<file path="config.mk">
export PLATFORM = sky130hd
export DESIGN_NAME = stun_message_parser
export DESIGN_NICKNAME = d
export VERILOG_FILES = /design/src/sv/smp_pkg.sv /design/src/sv/smp_parser.sv /design/src/sv/smp_rec_fifo.sv /design/src/sv/stun_message_parser.sv
export SDC_FILE = /design/constraint.sdc
export NUM_CORES = 2
export LEC_CHECK = 0
export ABC_AREA = 0
export BUFFER_PORTS_ARGS = -buffer_cell sky130_fd_sc_hd__buf_2
export CAP_MARGIN = 20
export CORE_UTILIZATION = 53
export DETAILED_ROUTE_END_ITERATION = 7
export PLACE_DENSITY = 0.69
export SLEW_MARGIN = 0
export SYNTH_ARGS = -nofsm -noshare
export SYNTH_HDL_FRONTEND = slang
export SYNTH_SLANG_ARGS = --single-unit
export TNS_END_PERCENT = 30
</file>
<file path="constraint.sdc">
create_clock -name clk -period 30.2 [get_ports clk]
set_input_delay 3.02 -clock clk [delete_from_list [all_inputs] [get_ports clk]]
set_output_delay 3.02 -clock clk [all_outputs]
set_load 0.03 [all_outputs]
</file>
<file path="src/sv/smp_pkg.sv">
// Shared types, constants and helpers of the STUN message parser.
// Used by smp_parser, smp_rec_fifo and stun_message_parser.
package smp_pkg;

  localparam logic [31:0] COOKIE         = 32'h2112A442;
  localparam logic [15:0] MATCH_PORT_RST = 16'd3478;
  localparam logic [15:0] HDR_BYTES      = 16'd20;
  localparam int          ATTR_LIMIT     = 32;
  localparam int          USERNAME_CAP   = 255;
  localparam logic [15:0] ATYPE_USER     = 16'h0006;
  localparam logic [15:0] ATYPE_XMAP     = 16'h0020;
  localparam logic [7:0]  FAMILY_IPV4    = 8'h01;
  localparam int          FIFO_DEPTH     = 8;
  localparam int          FIFO_AW        = $clog2(FIFO_DEPTH);
  localparam int          RUN_MAX        = 4;

  localparam logic [2:0] K_TYPE    = 3'd0;
  localparam logic [2:0] K_TXID_HI = 3'd1;
  localparam logic [2:0] K_TXID_LO = 3'd2;
  localparam logic [2:0] K_USER_B  = 3'd3;
  localparam logic [2:0] K_USER_E  = 3'd4;
  localparam logic [2:0] K_IPV4    = 3'd5;
  localparam logic [2:0] K_OVERRUN = 3'd6;
  localparam logic [2:0] K_VERDICT = 3'd7;

  typedef enum logic [4:0] {
    PH_HEADER = 5'b00001,
    PH_AHDR   = 5'b00010,
    PH_VALUE  = 5'b00100,
    PH_PAD    = 5'b01000,
    PH_DONE   = 5'b10000
  } phase_t;

  typedef struct packed {
    logic [2:0]  kind;
    logic [63:0] value;
    logic [15:0] aux;
    logic        last;
  } rec_t;

  // records caused by one item
  typedef struct packed {
    logic [2:0]       cnt;
    rec_t [3:0]       recs;
  } run_t;

  function automatic run_t push_rec(run_t r, logic [2:0] kind, logic [63:0] value,
                                    logic [15:0] aux);
    run_t o;
    o = r;
    if (r.cnt < 3'(RUN_MAX)) begin
      if (r.cnt != 3'd0) o.recs[2'(r.cnt - 3'd1)].last = 1'b0;
      o.recs[r.cnt[1:0]].kind  = kind;
      o.recs[r.cnt[1:0]].value = value;
      o.recs[r.cnt[1:0]].aux   = aux;
      o.recs[r.cnt[1:0]].last  = 1'b1;
      o.cnt = r.cnt + 3'd1;
    end
    return o;
  endfunction

  function automatic logic [15:0] name_code(logic [15:0] t);
    logic [15:0] c;
    case (t)
      16'h0001: c = 16'd1;
      16'h0101: c = 16'd2;
      16'h0111: c = 16'd3;
      16'h0011: c = 16'd4;
      16'h0003: c = 16'd5;
      16'h0103: c = 16'd6;
      16'h0113: c = 16'd7;
      16'h0004: c = 16'd8;
      16'h0104: c = 16'd9;
      16'h0006: c = 16'd10;
      16'h0007: c = 16'd11;
      16'h0008: c = 16'd12;
      16'h0108: c = 16'd13;
      16'h0009: c = 16'd14;
      16'h0109: c = 16'd15;
      default:  c = 16'd0;
    endcase
    return c;
  endfunction

endpackage

</file>
<file path="src/sv/smp_parser.sv">
// Per-byte header and attribute walk of the STUN message parser.
// Holds the packet state and builds the records of each item. Uses smp_pkg.
module smp_parser (
  input  logic             clk,
  input  logic             rst_n,
  input  logic             accept,
  input  logic [7:0]       data_byte,
  input  logic             end_of_packet,
  input  logic [15:0]      destination_port,
  input  logic [15:0]      match_port,
  output smp_pkg::run_t    run
);
  import smp_pkg::*;

  logic [15:0] pos_r, pos_nxt;
  logic [15:0] mtype_r, mtype_nxt;
  logic [15:0] mlen_r, mlen_nxt;
  logic [31:0] cookie_r, cookie_nxt;
  logic        hvalid_r, hvalid_nxt;
  logic [31:0] txu_r, txu_nxt;
  logic [63:0] txl_r, txl_nxt;
  logic [31:0] ash_r, ash_nxt;
  logic [15:0] left_r, left_nxt;
  phase_t      phase_r, phase_nxt;
  logic [5:0]  seen_r, seen_nxt;
  logic [7:0]  ucnt_r, ucnt_nxt;
  logic [7:0]  fam_r, fam_nxt;
  logic [47:0] macc_r, macc_nxt;

  logic [16:0] end_pos;
  logic [15:0] alen;
  logic [15:0] off;
  logic [1:0]  pad;
  logic        fin;
  logic [16:0] plen;
  logic [1:0]  verdict;

  always_comb begin
    pos_nxt    = pos_r;
    mtype_nxt  = mtype_r;
    mlen_nxt   = mlen_r;
    cookie_nxt = cookie_r;
    hvalid_nxt = hvalid_r;
    txu_nxt    = txu_r;
    txl_nxt    = txl_r;
    ash_nxt    = ash_r;
    left_nxt   = left_r;
    phase_nxt  = phase_r;
    seen_nxt   = seen_r;
    ucnt_nxt   = ucnt_r;
    fam_nxt    = fam_r;
    macc_nxt   = macc_r;
    run        = '0;
    fin        = 1'b0;
    alen       = ash_r[15:0];
    off        = 16'd0;
    pad        = 2'd0;
    end_pos    = 17'(HDR_BYTES) + {1'b0, mlen_r};
    plen       = {1'b0, pos_r} + 17'd1;
    verdict    = 2'd0;

    unique case (phase_r)
      PH_HEADER: begin
        if (pos_r == 16'd0) begin
          if (data_byte[7:6] != 2'b00) hvalid_nxt = 1'b0;
          mtype_nxt = {data_byte, 8'h00};
        end else if (pos_r == 16'd1) begin
          mtype_nxt = {mtype_r[15:8], data_byte};
        end else if (pos_r == 16'd2) begin
          mlen_nxt = {data_byte, 8'h00};
        end else if (pos_r == 16'd3) begin
          mlen_nxt = {mlen_r[15:8], data_byte};
        end else if (pos_r < 16'd8) begin
          cookie_nxt = {cookie_r[23:0], data_byte};
        end else if (pos_r < 16'd12) begin
          txu_nxt = {txu_r[23:0], data_byte};
        end else begin
          txl_nxt = {txl_r[55:0], data_byte};
        end
        if (pos_r >= HDR_BYTES - 16'd1) begin
          run = push_rec(run, K_TYPE, {48'h0, mtype_nxt}, name_code(mtype_nxt));
          run = push_rec(run, K_TXID_HI, {32'h0, txu_nxt}, 16'h0);
          run = push_rec(run, K_TXID_LO, txl_nxt, 16'h0);
          phase_nxt = PH_AHDR;
          left_nxt  = 16'd0;
        end
      end
      PH_AHDR: begin
        if (pos_r == 16'hFFFF) begin
          phase_nxt = PH_DONE;
        end else if (left_r == 16'd0 && (seen_r >= 6'(ATTR_LIMIT) ||
                     {1'b0, pos_r} + 17'd4 > end_pos)) begin
          phase_nxt = PH_DONE;
        end else begin
          ash_nxt  = {ash_r[23:0], data_byte};
          left_nxt = left_r + 16'd1;
          if (left_r == 16'd3) begin
            alen = ash_nxt[15:0];
            if ({2'b0, pos_r} + 18'd1 + {2'b0, alen} > {1'b0, end_pos}) begin
              run = push_rec(run, K_OVERRUN, 64'h0, 16'h0);
              phase_nxt = PH_DONE;
            end else begin
              ucnt_nxt = 8'd0;
              fam_nxt  = 8'd0;
              macc_nxt = 48'd0;
              if (alen == 16'd0) begin
                fin = 1'b1;
              end else begin
                phase_nxt = PH_VALUE;
                left_nxt  = alen;
              end
            end
          end
        end
      end
      PH_VALUE: begin
        if (pos_r == 16'hFFFF) begin
          phase_nxt = PH_DONE;
        end else begin
          off = alen - left_r;
          if (ash_r[31:16] == ATYPE_USER) begin
            if (ucnt_r < 8'(USERNAME_CAP)) begin
              run = push_rec(run, K_USER_B, {56'h0, data_byte}, 16'h0);
              ucnt_nxt = ucnt_r + 8'd1;
            end
          end else if (ash_r[31:16] == ATYPE_XMAP && alen >= 16'd8) begin
            if (off == 16'd1) begin
              fam_nxt = data_byte;
            end else if (off >= 16'd2 && off <= 16'd7) begin
              macc_nxt = {macc_r[39:0], data_byte};
              if (off == 16'd7 && fam_r == FAMILY_IPV4) begin
                run = push_rec(run, K_IPV4, {32'h0, macc_nxt[31:0] ^ COOKIE},
                               macc_nxt[47:32] ^ COOKIE[31:16]);
              end
            end
          end
          left_nxt = left_r - 16'd1;
          if (left_nxt == 16'd0) fin = 1'b1;
        end
      end
      PH_PAD: begin
        if (pos_r == 16'hFFFF) begin
          phase_nxt = PH_DONE;
        end else begin
          left_nxt = left_r - 16'd1;
          if (left_nxt == 16'd0) phase_nxt = PH_AHDR;
        end
      end
      PH_DONE: begin
      end
      default: begin
        phase_nxt = PH_DONE;
      end
    endcase

    // close the attribute: username length, padding or next header
    if (fin) begin
      if (ash_nxt[31:16] == ATYPE_USER) begin
        run = push_rec(run, K_USER_E, {56'h0, ucnt_nxt}, 16'h0);
      end
      if (seen_r < 6'd63) seen_nxt = seen_r + 6'd1;
      pad = 2'(2'd0 - ash_nxt[1:0]);
      if (pad != 2'd0) begin
        phase_nxt = PH_PAD;
        left_nxt  = {14'd0, pad};
      end else begin
        phase_nxt = PH_AHDR;
        left_nxt  = 16'd0;
      end
    end

    if (pos_r != 16'hFFFF) pos_nxt = pos_r + 16'd1;

    if (end_of_packet) begin
      if (plen >= 17'(HDR_BYTES) && hvalid_nxt && cookie_nxt == COOKIE &&
          mlen_nxt[1:0] == 2'b00 && 17'(HDR_BYTES) + {1'b0, mlen_nxt} <= plen) begin
        verdict = (destination_port == match_port) ? 2'd2 : 2'd1;
      end
      run = push_rec(run, K_VERDICT, {62'h0, verdict}, 16'h0);
      pos_nxt    = 16'd0;
      mtype_nxt  = 16'd0;
      mlen_nxt   = 16'd0;
      cookie_nxt = 32'd0;
      hvalid_nxt = 1'b1;
      txu_nxt    = 32'd0;
      txl_nxt    = 64'd0;
      ash_nxt    = 32'd0;
      left_nxt   = 16'd0;
      phase_nxt  = PH_HEADER;
      seen_nxt   = 6'd0;
      ucnt_nxt   = 8'd0;
      fam_nxt    = 8'd0;
      macc_nxt   = 48'd0;
    end
  end

  always_ff @(posedge clk) begin
    if (!rst_n) begin
      pos_r    <= 16'd0;
      mtype_r  <= 16'd0;
      mlen_r   <= 16'd0;
      cookie_r <= 32'd0;
      hvalid_r <= 1'b1;
      txu_r    <= 32'd0;
      txl_r    <= 64'd0;
      ash_r    <= 32'd0;
      left_r   <= 16'd0;
      phase_r  <= PH_HEADER;
      seen_r   <= 6'd0;
      ucnt_r   <= 8'd0;
      fam_r    <= 8'd0;
      macc_r   <= 48'd0;
    end else if (accept) begin
      pos_r    <= pos_nxt;
      mtype_r  <= mtype_nxt;
      mlen_r   <= mlen_nxt;
      cookie_r <= cookie_nxt;
      hvalid_r <= hvalid_nxt;
      txu_r    <= txu_nxt;
      txl_r    <= txl_nxt;
      ash_r    <= ash_nxt;
      left_r   <= left_nxt;
      phase_r  <= phase_nxt;
      seen_r   <= seen_nxt;
      ucnt_r   <= ucnt_nxt;
      fam_r    <= fam_nxt;
      macc_r   <= macc_nxt;
    end
  end

endmodule

</file>
<file path="src/sv/smp_rec_fifo.sv">
// Record queue of the STUN message parser: takes up to four records per
// cycle and hands out one per cycle while rd_ready is high. Uses smp_pkg.
module smp_rec_fifo (
  input  logic             clk,
  input  logic             rst_n,
  input  logic             push,
  input  smp_pkg::run_t    run,
  output logic             room,
  output logic             rd_valid,
  input  logic             rd_ready,
  output smp_pkg::rec_t    rd_rec
);
  import smp_pkg::*;

  rec_t               mem_r [FIFO_DEPTH];
  logic [FIFO_AW-1:0] wr_r, wr_nxt;
  logic [FIFO_AW-1:0] rd_r, rd_nxt;
  logic [FIFO_AW:0]   cnt_r, cnt_nxt;
  logic [2:0]         push_n;
  logic               pop;

  assign room     = cnt_r <= (FIFO_AW+1)'(FIFO_DEPTH - RUN_MAX);
  assign rd_valid = cnt_r != '0;
  assign rd_rec   = mem_r[rd_r];
  assign pop      = rd_valid && rd_ready;
  assign push_n   = push ? run.cnt : 3'd0;

  always_comb begin
    wr_nxt  = wr_r + FIFO_AW'(push_n);
    rd_nxt  = pop ? rd_r + FIFO_AW'(1) : rd_r;
    cnt_nxt = cnt_r + (FIFO_AW+1)'(push_n) - (FIFO_AW+1)'(pop);
  end

  always_ff @(posedge clk) begin
    for (int i = 0; i < RUN_MAX; i++) begin
      if (3'(i) < push_n) mem_r[FIFO_AW'(wr_r + FIFO_AW'(i))] <= run.recs[i];
    end
  end

  always_ff @(posedge clk) begin
    if (!rst_n) begin
      wr_r  <= '0;
      rd_r  <= '0;
      cnt_r <= '0;
    end else begin
      wr_r  <= wr_nxt;
      rd_r  <= rd_nxt;
      cnt_r <= cnt_nxt;
    end
  end

`ifndef SYNTHESIS
  a_cnt_max: assert property (@(posedge clk) disable iff (!rst_n)
    cnt_r <= (FIFO_AW+1)'(FIFO_DEPTH)) else $error("record queue over depth");
  a_ptr_gap: assert property (@(posedge clk) disable iff (!rst_n)
    FIFO_AW'(wr_r - rd_r) == cnt_r[FIFO_AW-1:0])
    else $error("pointer gap disagrees with count");
  a_push_fit: assert property (@(posedge clk) disable iff (!rst_n)
    push |-> room) else $error("push without room for a full run");
  a_rst_empty: assert property (@(posedge clk) disable iff (!rst_n)
    $past(!rst_n) |-> cnt_r == '0) else $error("queue not empty after reset");
`endif

endmodule

</file>
<file path="src/sv/stun_message_parser.sv">
// Top level of the STUN message parser: config register, parser, record queue.
// Depends on smp_pkg, smp_parser and smp_rec_fifo.
//
// Takes one packet byte per cycle and emits binary records: header type with
// name code, transaction id, USERNAME bytes and length, un-XORed IPv4 mapped
// address, overrun warning and a per-packet verdict on the last byte. Each
// byte is parsed combinationally, so a new byte is accepted every cycle as
// long as the eight-entry record queue has room for four records; the queue
// drains one record per cycle while out_tready is high, which sets the
// sustained rate when bytes make more than one record each (the twentieth
// byte makes three, four when it also ends the packet).
module stun_message_parser (
  input  logic        clk,
  input  logic        rst_n,
  input  logic        in_tvalid,
  output logic        in_tready,
  input  logic [23:0] in_tdata,   // data_byte[7:0], destination_port[23:8]
  input  logic        in_tlast,   // end_of_packet
  output logic        out_tvalid,
  input  logic        out_tready,
  output logic [79:0] out_tdata,  // record_value[63:0], record_aux[79:64]
  output logic [2:0]  out_tuser,  // record_kind[2:0]
  output logic        out_tlast,  // last_of_run
  input  logic        cfg_valid,
  output logic        cfg_ready,
  input  logic [15:0] cfg_data
);
  import smp_pkg::*;

  logic [15:0] match_port_r;
  logic        accept;
  logic        room;
  run_t        run;
  rec_t        head;

  assign cfg_ready = 1'b1;
  assign in_tready = room;
  assign accept    = in_tvalid && in_tready;

  always_ff @(posedge clk) begin
    if (!rst_n) begin
      match_port_r <= MATCH_PORT_RST;
    end else if (cfg_valid && cfg_ready) begin
      match_port_r <= cfg_data;
    end
  end

  smp_parser u_parser (
    .clk              (clk),
    .rst_n            (rst_n),
    .accept           (accept),
    .data_byte        (in_tdata[7:0]),
    .end_of_packet    (in_tlast),
    .destination_port (in_tdata[23:8]),
    .match_port       (match_port_r),
    .run              (run)
  );

  smp_rec_fifo u_fifo (
    .clk      (clk),
    .rst_n    (rst_n),
    .push     (accept),
    .run      (run),
    .room     (room),
    .rd_valid (out_tvalid),
    .rd_ready (out_tready),
    .rd_rec   (head)
  );

  assign out_tdata = {head.aux, head.value};
  assign out_tuser = head.kind;
  assign out_tlast = head.last;

endmodule

</file>
==> metrics.yaml <==
timing:
  drv_slew: 0
  fin_crit_sh_pct: 44.56
  tightest_slew_ns: 1.213
  fmax_mhz: 74.32
  min_period_ns: 13.46
  rsz0062_at_grt: "no"
  setup_viol: 0
  finalHoldViolations: 0
  clock_skew_ns: 0.06919
  fin_setup_tns_ns: 0
  worst_slack_ns: 16.74
  max-slew-margin-rel_pct: 19.12
clocking:
  cts_root_buf: "clkbuf_16"
  cts_max_path_buffers: 3
  clock_latency_ns: 0.74
  cts_sinks: 993
  cts_max_level: 3
  cts_buffers: 105
  cts_tree: "yes"
  hold_buffers: 0
  cts_resized: 0
  postCtsSetupRepairBufs: 0
  clkTransAtPathRegs_ns: 0.06
global_route:
  grt_pass1_vias: 41590
  grt_pass1_wl_mm: 259.7
  antenna_found_initial: 3
  grt.overflow.total: 0
  grt_max_degree: 127
  grt_usage_pct: 32.11
worst_hold_path:
  hold_path.startpoint: "u_parser.macc_r[35]"
  worstHoldPathType: "flip-flop to flip-flop"
  whs_path_depth: 2
  min_to: "u_parser.macc_r[35]"
synth:
  syn_area_um2: 55120
  async_reset_ff_share_pct: 0
  ys_seq_area_share_pct: 48.27
  yosys_warnings: 0
  synth-seq-cells: 993
  yosysTopAreaCell: "edfxtp_1"
  yosysTopAreaCellShare_pct: 36.61
  synth-edff-count: 672
  synth_nets: 5333
  netlist_top_cells_area: "edfxtp_1 37%, dfxtp_1 12%, mux4_2 6.9%"
  ys.flop_type: "edfxtp_1"
  avgSynthCellArea_um2: 10.68
  yosys.cell_types.count: 89
  netlist_instances: 5161
placement:
  placed_cell_area_um2: 56770
  dp_cells: 6332
  port_buffers: 131
  place_ws_ns: 16.09
  gp_congestion: 0.9779
  hpwl_mm: 109.5
layout:
  fill_cells: 8431
  syn2layout_area_growth_pct: 9.521
  regArea_um2: 26620
  multi_input_area_um2: 26790
  drive_gt1_share_pct: 14.83
  design_area_um2: 60360
  finish.utilization_pct: 58.91
  nets: 5246
  fin_cells: 6536
flow_run:
  cap_violations: 0
critical_path:
  rr_startpoint: "u_parser.pos_r[1]"
  cp-start-kind: "input pin"
  rr_worst_depth: 38
  critical_path_class: "input pin to flip-flop"
  required_ns: 30.55
  max_stage_delay_ns: 0.91
  crit_path_top_delay_cell: "nand3_1"
  crit_path_end_kind: "flip-flop"
  regToRegSetupSlack_ns: 18.13
  path_common_cell: "ha_1"
  worstReg2RegEnd: "u_fifo.mem_r[4][21]"
  cp_max_fo: 78
  critPathArrivalTime_ns: 13.81
  cp_top_family: "simple AND/OR/NAND/NOR gates"
  crit_buf_inv: 4
drt:
  drtIter0Drc: 5629
  drc: 4
  firstDrtPassIters: 8
  via_count: 43150
  wl_mm: 174.0
  vias_per_cell: 6.602
  drtAntennaViolNets: 0
  wl_per_cell_um: 26.63
floorplan:
  start_util_pct: 53.79
  die_w_um: 324.5
  dieHeight_um: 324.5
  fp-row-count: 117
  die_area_um2: 105300
  pin_count: 133
  core_area_um2: 102500
power_and_ir_drop:
  p_per_area_nw_per_um2: 60.35
  p_leak_nw: 21.35
  ir_drop_mv: 0.05140
run_status:
  status: "complete, but fails checks"
  violations: "DRC"
worst max path at each step:
| stage | from | end | cells after the start |
|---|---|---|---|
| after floorplan | in_tdata[0] | u_fifo.mem_r[2][0] | 32 |
| after global placement | in_tdata[0] | u_fifo.mem_r[4][57] | 37 |
| after detailed placement | in_tdata[0] | u_fifo.mem_r[4][57] | 37 |
| after CTS | in_tdata[0] | u_fifo.mem_r[4][66] | 37 |
| after global routing | in_tdata[0] | u_fifo.mem_r[4][21] | 37 |
| final | in_tdata[0] | u_fifo.mem_r[4][21] | 37 |
registers in the layout (all words and copies together) (netlist names), named ones only:
register           cells
u_parser.fam_r         8
u_parser.seen_r        6
u_parser.txl_r        64
u_parser.cookie_r     32
u_parser.mlen_r       16
u_parser.mtype_r      16
u_fifo.wr_r            3
match_port_r          16
u_parser.macc_r       40
u_fifo.mem_r         672
u_parser.phase_r       5
u_fifo.cnt_r           4
u_parser.ucnt_r        8
u_fifo.rd_r            3
u_parser.ash_r        32
u_parser.pos_r        16
u_parser.left_r       16
u_parser.txu_r        32
u_parser.hvalid_r      1
cells in the mapped netlist (67+ instances only):
library cell,number
edfxtp_1,672
nor2_1,568
nand2_1,458
mux2i_1,336
dfxtp_1,321
clkbuf_1,314
o22ai_1,200
a22oi_1,183
nor2b_1,172
mux4_2,168
o21ai_0,156
mux2_2,146
nand3_1,136
a21oi_1,133
ha_1,122
and2_1,93
nor3_1,88
inv_1,83
xnor2_1,79
o221ai_1,78
a21boi_0,67
layout make-up:
type,count,area share (%)
Sequential cell,993,44.09
Antenna cell,2,0.008291
Inverter,86,0.5348
Tap cell,1368,2.836
Timing Repair Buffer,219,2.290
Multi-Input combinational cell,3669,44.39
Clock inverter,45,0.8250
Clock buffer,154,5.024
per-stage QoR:
| stage | hold WS, ns | power (W) |
|---|---|---|
| final | 0.4635 | 0.003643 |
| after global routing | 0.4844 | 0.003747 |
| after CTS | 0.4649 | 0.003652 |
| after detailed placement | 0.4584 | 0.002343 |
| after global placement | 0.4491 | 0.002335 |
| after floorplan | 0.4262 | 0.002106 |
cell usage in the layout (no fill, tap or decap), drive strengths merged, types with 16 or more instances in the layout:
master,instances
a22oi,184
o211ai,22
and2,97
or2,16
xor2,40
mux2,146
nand4,41
a211oi,16
nor2,568
or3,17
mux4,168
edfxtp,672
clkbuf,154
nand2,458
buf,219
a21boi,67
mux2i,336
and3,34
a21oi,133
xnor2,79
nand3,136
nor3,89
nor4,36
o21ai,182
inv,92
nor2b,172
dfxtp,321
o22ai,200
nand2b,23
clkinv,29
ha,122
a21o,34
o221ai,78
o21a,17
routing by layer:
metal,part of all wire (%),GRT usage (%),vias up
li1,-,-,19140
met4,5.3,16.11,2
met5,0.0069,0,-
met3,9.5,6.198,506
met1,39,42.23,21050
met2,46,50.79,2454
report_power, final:
group          internal (W)  leakage, nW  switching [W]
registers           0.00151         8.41      0.0000441
logic              0.000286         11.2       0.000476
clock network      0.000753         1.72       0.000571
total               0.00255         21.4        0.00109
logic make-up (layout without fill, tap and decap cells):
logic type	count (synthesis)	after routing	synth area share [%]
AOI/OAI and AO/OA	1036	1036	12.68
xor gates and xnor gates	119	119	1.891
adders and majority gates	126	126	2.915
buffers and inverters	499	504	3.510
DFF	993	993	48.27
muxes	650	650	15.95
other	1	3	0.006804
and+or+nand+nor	1737	1737	14.78
tightest hold or removal path, cell delays in order (launching register included):
cell      delay (ns)
dfxtp_1         0.31
nand2_1         0.05
a21boi_0        0.06
No activity file was read; power rests on OpenSTA's default activity.
